<file path="config.mk">
export PLATFORM = sky130hd
export DESIGN_NAME = sfas_div_cell
export DESIGN_NICKNAME = d
export VERILOG_FILES = /design/src/sfas_pkg.sv /design/src/sfas_div_cell.sv
export SDC_FILE = /design/constraint.sdc
export NUM_CORES = 1
export LEC_CHECK = 0
export BUFFER_PORTS_ARGS = -buffer_cell sky130_fd_sc_hd__buf_2
export CORE_UTILIZATION = 30
export CTS_CLUSTER_SIZE = 25
export DETAILED_ROUTE_END_ITERATION = 8
export RECOVER_POWER = 100
export SYNTH_ARGS = -nofsm -noshare
export SYNTH_HDL_FRONTEND = slang
export SYNTH_SLANG_ARGS = --single-unit
</file>
<file path="constraint.sdc">
create_clock -name clk -period 2.9 [get_ports clk]
set_clock_uncertainty 0.1 [all_clocks]
set_input_delay 0.58 -clock clk [delete_from_list [all_inputs] [get_ports clk]]
set_output_delay 0.58 -clock clk [all_outputs]
set_load 0.02 [all_outputs]
</file>
<file path="src/sfas_pkg.sv">
`default_nettype none
package sfas_pkg;

  localparam int ANGLE_STEPS_LOG2 = 16;
  localparam int QR_W = ANGLE_STEPS_LOG2 - 2;
  localparam logic [63:0] PI_Q60 = 64'h3243F6A8885A308D;
  localparam logic [63:0] ONE_Q60 = 64'h1000_0000_0000_0000;
  localparam logic [63:0] PI_HI = PI_Q60 >> (ANGLE_STEPS_LOG2 - 1);
  localparam logic [63:0] PI_LO = PI_Q60 & ((64'd1 << (ANGLE_STEPS_LOG2 - 1)) - 64'd1);

  localparam int HORNER_TERMS = 13;
  localparam int DIV_CHUNKS = 4;
  localparam int CHUNK_W = 16;
  localparam int REM_W = 10;
  localparam int V_W = REM_W + CHUNK_W;
  localparam int RECIP_SHIFT = 36;
  localparam int RECIP_W = 34;
  localparam int PROD_W = V_W + RECIP_W;
  localparam int CELL_LAT = 2 + 2 * DIV_CHUNKS;
  localparam int SINE_LAT = 4 + HORNER_TERMS * CELL_LAT + 2;

  localparam int VAL_W = 13;
  localparam logic [VAL_W-1:0] SINE_ONE = VAL_W'(4096);
  localparam int Q_W = VAL_W + 8;
  localparam int DEN_W = 32;
  localparam logic [15:0] MAT_ONE = 16'h0100;

  typedef enum logic [2:0] {
    ST_OK    = 3'd0,
    ST_RANGE = 3'd1,
    ST_ZERO  = 3'd2,
    ST_SAT   = 3'd3,
    ST_KIND  = 3'd4
  } status_t;

  typedef enum logic [1:0] {
    KIND_PLAIN = 2'd0,
    KIND_ROT   = 2'd1,
    KIND_POS   = 2'd2,
    KIND_BAD   = 2'd3
  } kind_t;

  typedef struct packed {
    logic [Q_W-1:0]   num;
    logic [Q_W-1:0]   quo;
    logic [DEN_W-1:0] rem;
    logic [DEN_W-1:0] den;
  } div_t;

  typedef struct packed {
    status_t          status;
    logic             rot;
    logic [15:0]      cell_id;
    logic [15:0]      ox;
    logic [15:0]      oy;
    logic             s_zero;
    logic             s_full;
    logic             s_neg;
    logic             c_zero;
    logic             c_full;
    logic             c_neg;
    logic             sx_neg;
    logic             sy_neg;
    logic             sx_zero;
    logic             sy_zero;
    logic [DEN_W-1:0] sx_mag;
    logic [DEN_W-1:0] sy_mag;
  } side_t;

  typedef struct packed {
    logic [15:0] val;
    logic        sat;
  } entry_t;

  // bits 123:60 of the product given as four 32x32 partial products
  function automatic logic [63:0] q60_sum(input logic [63:0] p00, input logic [63:0] p01,
                                          input logic [63:0] p10, input logic [63:0] p11);
    logic [127:0] full;
    full = {64'd0, p00} + ({64'd0, p01} << 32) + ({64'd0, p10} << 32) + {p11, 64'd0};
    return full[123:60];
  endfunction

endpackage
`default_nettype wire

</file>
<file path="src/sfas_div_cell.sv">
`default_nettype none
module sfas_div_cell (
  input  logic           clk,
  input  logic           en,
  input  sfas_pkg::div_t d_in,
  output sfas_pkg::div_t d_out
);

  logic [sfas_pkg::DEN_W:0] trial;
  logic [sfas_pkg::DEN_W:0] diff;
  logic                     ge;

  assign trial = {d_in.rem, d_in.num[sfas_pkg::Q_W-1]};
  assign diff  = trial - {1'b0, d_in.den};
  assign ge    = trial >= {1'b0, d_in.den};

  always_ff @(posedge clk) begin
    if (en) begin
      d_out.num <= {d_in.num[sfas_pkg::Q_W-2:0], 1'b0};
      d_out.quo <= {d_in.quo[sfas_pkg::Q_W-2:0], ge};
      d_out.rem <= ge ? diff[sfas_pkg::DEN_W-1:0] : trial[sfas_pkg::DEN_W-1:0];
      d_out.den <= d_in.den;
    end
  end

endmodule
`default_nettype wire

</file>
==> metrics.md <==
| Metric | Value |
|---|---|
| Register with the most flip-flops | d_out |
| Power Internal | approximately 0.0031 W |
| Cell total after placement | 990 |
| Layout Cells excl Fill | roughly 1000 |
| Gpl congestion | between 0.8 and 0.9 |
| # diodes | 0 |
| Total CTS buffers | 9 |
| VDD IR max | ~0.27 mV |
| Path type of the worst min-delay path | in2reg |
| Worst Setup SP | d_in[1] |
| Fmax | between 0.3 and 0.4 GHz |
| Sequential share of the synthesized area | between 50% and 60% |
| Logic pwr share | between 20% and 30% |
| Max_cap viols | 0 |
| Number of global-route vias before repair | roughly 4300 |
| Gr ovfl total | 0 |
| Layout area overhead | 45.1% |
| Synth warn | 0 |
| Critical path arrival | 2.84 ns |
| Syn avg cell area | roughly 12 um2 |
| Share of post-route cells with drive strength above 1 | 33.0% |
| Die Ht | about 140 um |
| Synth area leader | edfxtp_1 |
| Synth Cell Area | 5490 um2 |
| Async S/R FF share, synth | 0% |
| CTS clk-pin slew, worst paths | approximately 0.08 ns |
| Slowest CP cell | a2111oi_2 |
| DRC Markers | 0 |
| Top Registers | d_out (105) |
| Root buf cell | clkbuf_16 |
| Die ar. | 18800 um2 |
| Synth cell types | 50 |
| Largest register FFs | roughly 110 |
| Flops & latches, synth | about 110 |
| Setup ws final | between 0.06 and 0.07 ns |
| Max_slew headroom | between 2 and 2.5% |
| DR WL/cell | about 15 um |
| Synth Net Count | 607 |
| Syn Inst Count | around 470 |
| Nets | between 900 and 1000 |
| Post-synth top flop | edfxtp_1 |
| CP max FO | 7 |
| Post-DP HPWL | roughly 11000 um |
| DP Worst Slack | -0.484 ns |
| Synth area leaders | edfxtp_1 (57%), ha_1 (7.3%), a21oi_1 (4.9%) |
| Area fraction of the dominant cell type after synthesis | a little under three fifths |
| Starting Density | between 30% and 40% |
| # fillers | 1814 |
| Power per cell area | ~570 nW/um2 |
| Startpoint types | input pin |
| Sequential share of power | 42.4% |
| Overall routed net length | 14700 um |
| Fin crit period | 2.83 ns |
| ANT nets after route | 0 |
| Die Wd | roughly 140 um |
| Clock power frac | approximately 29% |
| Setup-failing EPs final | 0 |
| Bufs on Longest Clock Path | 2 |
| Via Count | between 4000 and 5000 |
| DR vias/cell | about 4.5 |
| Starting DRC count in detailed routing | between 200 and 300 |
| Num rows | 49 |
| Psw | approximately 0.0014 W |
| Slew @ Worst Pin | 1.47 ns |
| Dpl cell area | around 7600 um2 |
| Leak | roughly 3.4 nW |
| First-pass GRT wire length | between 20000 and 25000 um |
| Largest net degree at the start of global routing | approximately 110 |
| Switching share of power | 30.6% |
| Clk sinks | ~110 |
| Initial DRT Pass Iterations | 6 |
| Hold Buf Count CTS | 0 |
| # port buffers | roughly 210 |
| I/O pin count | roughly 210 |
| Critical path type | in2reg |
| Status | finished, final reports clean |
| Post-Route Utilization | around 44% |
| CP cell instances | clkbuf_1 -> inv_1 -> ha_1 -> nand2b_1 -> a21oi_2 -> a2111oi_2 -> nor2_2 -> a21o_1 -> o21a_4 -> buf_12 -> mux2_4 |
| Antenna violations before repair | 0 |
| CP endpoint kind | register |
| Most numerous cell in the Yosys netlist | edfxtp_1 |
| Slew Viols, Final | 0 |
| Final Hold Fails | 0 |
| Fin crit share | a little over nine tenths |
| EDFF count, synth | ~110 |
| Commonest cells in the netlist | edfxtp_1 (105), a21oi_1 (54), inv_1 (46) |
| Finished Cell Area | between 7000 and 8000 um2 |
| H-tree depth | 3 |
| CTS tree | done |
| Max incr delay on CP | between 0.4 and 0.5 ns |
| CP required | just under 3 ns |
| Hold_sp | d_in[85] |
| Final Power | 0.00450 W |
| Core Area | 18000 um2 |
| GRT Total Usage | ~15% |
[layout by cell type (no fill, tap or decap), drive strengths merged, types with 3 or more instances in the layout]
cell type and instances:
and2 3, xor2 10, ha 32, inv 50, mux2 8, a211oi 3, a21o 8, a21oi 55
buf 193, nor2 37, o21a 6, clkbuf 134, xnor2 16, nand2b 7, edfxtp 105, o21bai 5
o21ai 21, nand4 8, nor3 3, o31ai 7, nand2 24, a2111oi 4, nand3 8
[power by group through the flow]
stage / Sequential, W / Clock (W) / Combinational (W)
4_1_cts: 0.00190 / 0.00135 / 0.00128
2_1_floorplan: 0.00215 / 0 / 0.000503
3_3_place_gp: 0.00193 / 0 / 0.00126
5_1_grt: 0.00193 / 0.00138 / 0.00141
6_report: 0.00191 / 0.00131 / 0.00129
3_5_place_dp: 0.00194 / 0 / 0.00127
[repair_timing]
action                                  CTS  global route
pin swaps                                 0             8
hold endpoints to repair                  0             0
gates resized for setup                   5            24
setup buffers                             0             2
cloned                                    0             3
endpoints found under the setup margin    5            25
[cell families (layout without fill, tap and decap cells)]
| logic type | after synthesis | count (layout) | share of synthesized area, % |
|---|---|---|---|
| AO/OA/AOI/OAI | 120 | 120 | 13.3 |
| AND/OR/NAND/NOR | 107 | 107 | 9.52 |
| flip-flops | 105 | 105 | 57.4 |
| buffers and inverters | 64 | 380 | 5.31 |
| adder cells (fa/ha/maj) | 33 | 33 | 7.66 |
| XOR/XNOR | 26 | 26 | 4.15 |
| multiplexers | 10 | 10 | 2.55 |
| other | 1 | 1 | 0.0683 |
[critical path: cells and delay by family]
kind	cells	cell delay, ns
compound gates	4	1.00
mux	1	0.29
fa+ha+maj	1	0.31
simple gates	2	0.24
buf+inv	3	0.40
[final cells by class]
cell class	count	area [um2]	area share [%]
multi-input combinational	297	2220	27.9
inverter	46	178	2.23
tap	229	287	3.60
clock buffer	9	225	2.83
timing repair buffer	318	1810	22.7
clock inverter	7	92.6	1.16
sequential	105	3150	39.6
[worst paths after layout]
path | end | slack, ns | cells after the start
hold / removal | d_out[86]$_DFFE_PP_ | 0.29 | 1
setup / recovery | d_out[36]$_DFFE_PP_ | 0.07 | 11
[layer usage]
layer | up-vias | global-route usage (%) | share of wire [%]
met3 | 11 | 4.12 | 6.9
met1 | 2064 | 18.4 | 44
met4 | 0 | 4.82 | 1.0
met5 | - | 0 | 0
met2 | 151 | 24.3 | 48
li1 | 2326 | - | -
[through the flow]
step	TNS, ns	hold WS [ns]
2_1_floorplan	-0.842	0.579
3_3_place_gp	-8.54	0.656
3_5_place_dp	-9.51	0.658
4_1_cts	0	0.271
5_1_grt	-0.241	0.271
6_report	0	0.289
Note: power is estimated with default switching activity, not from simulation.
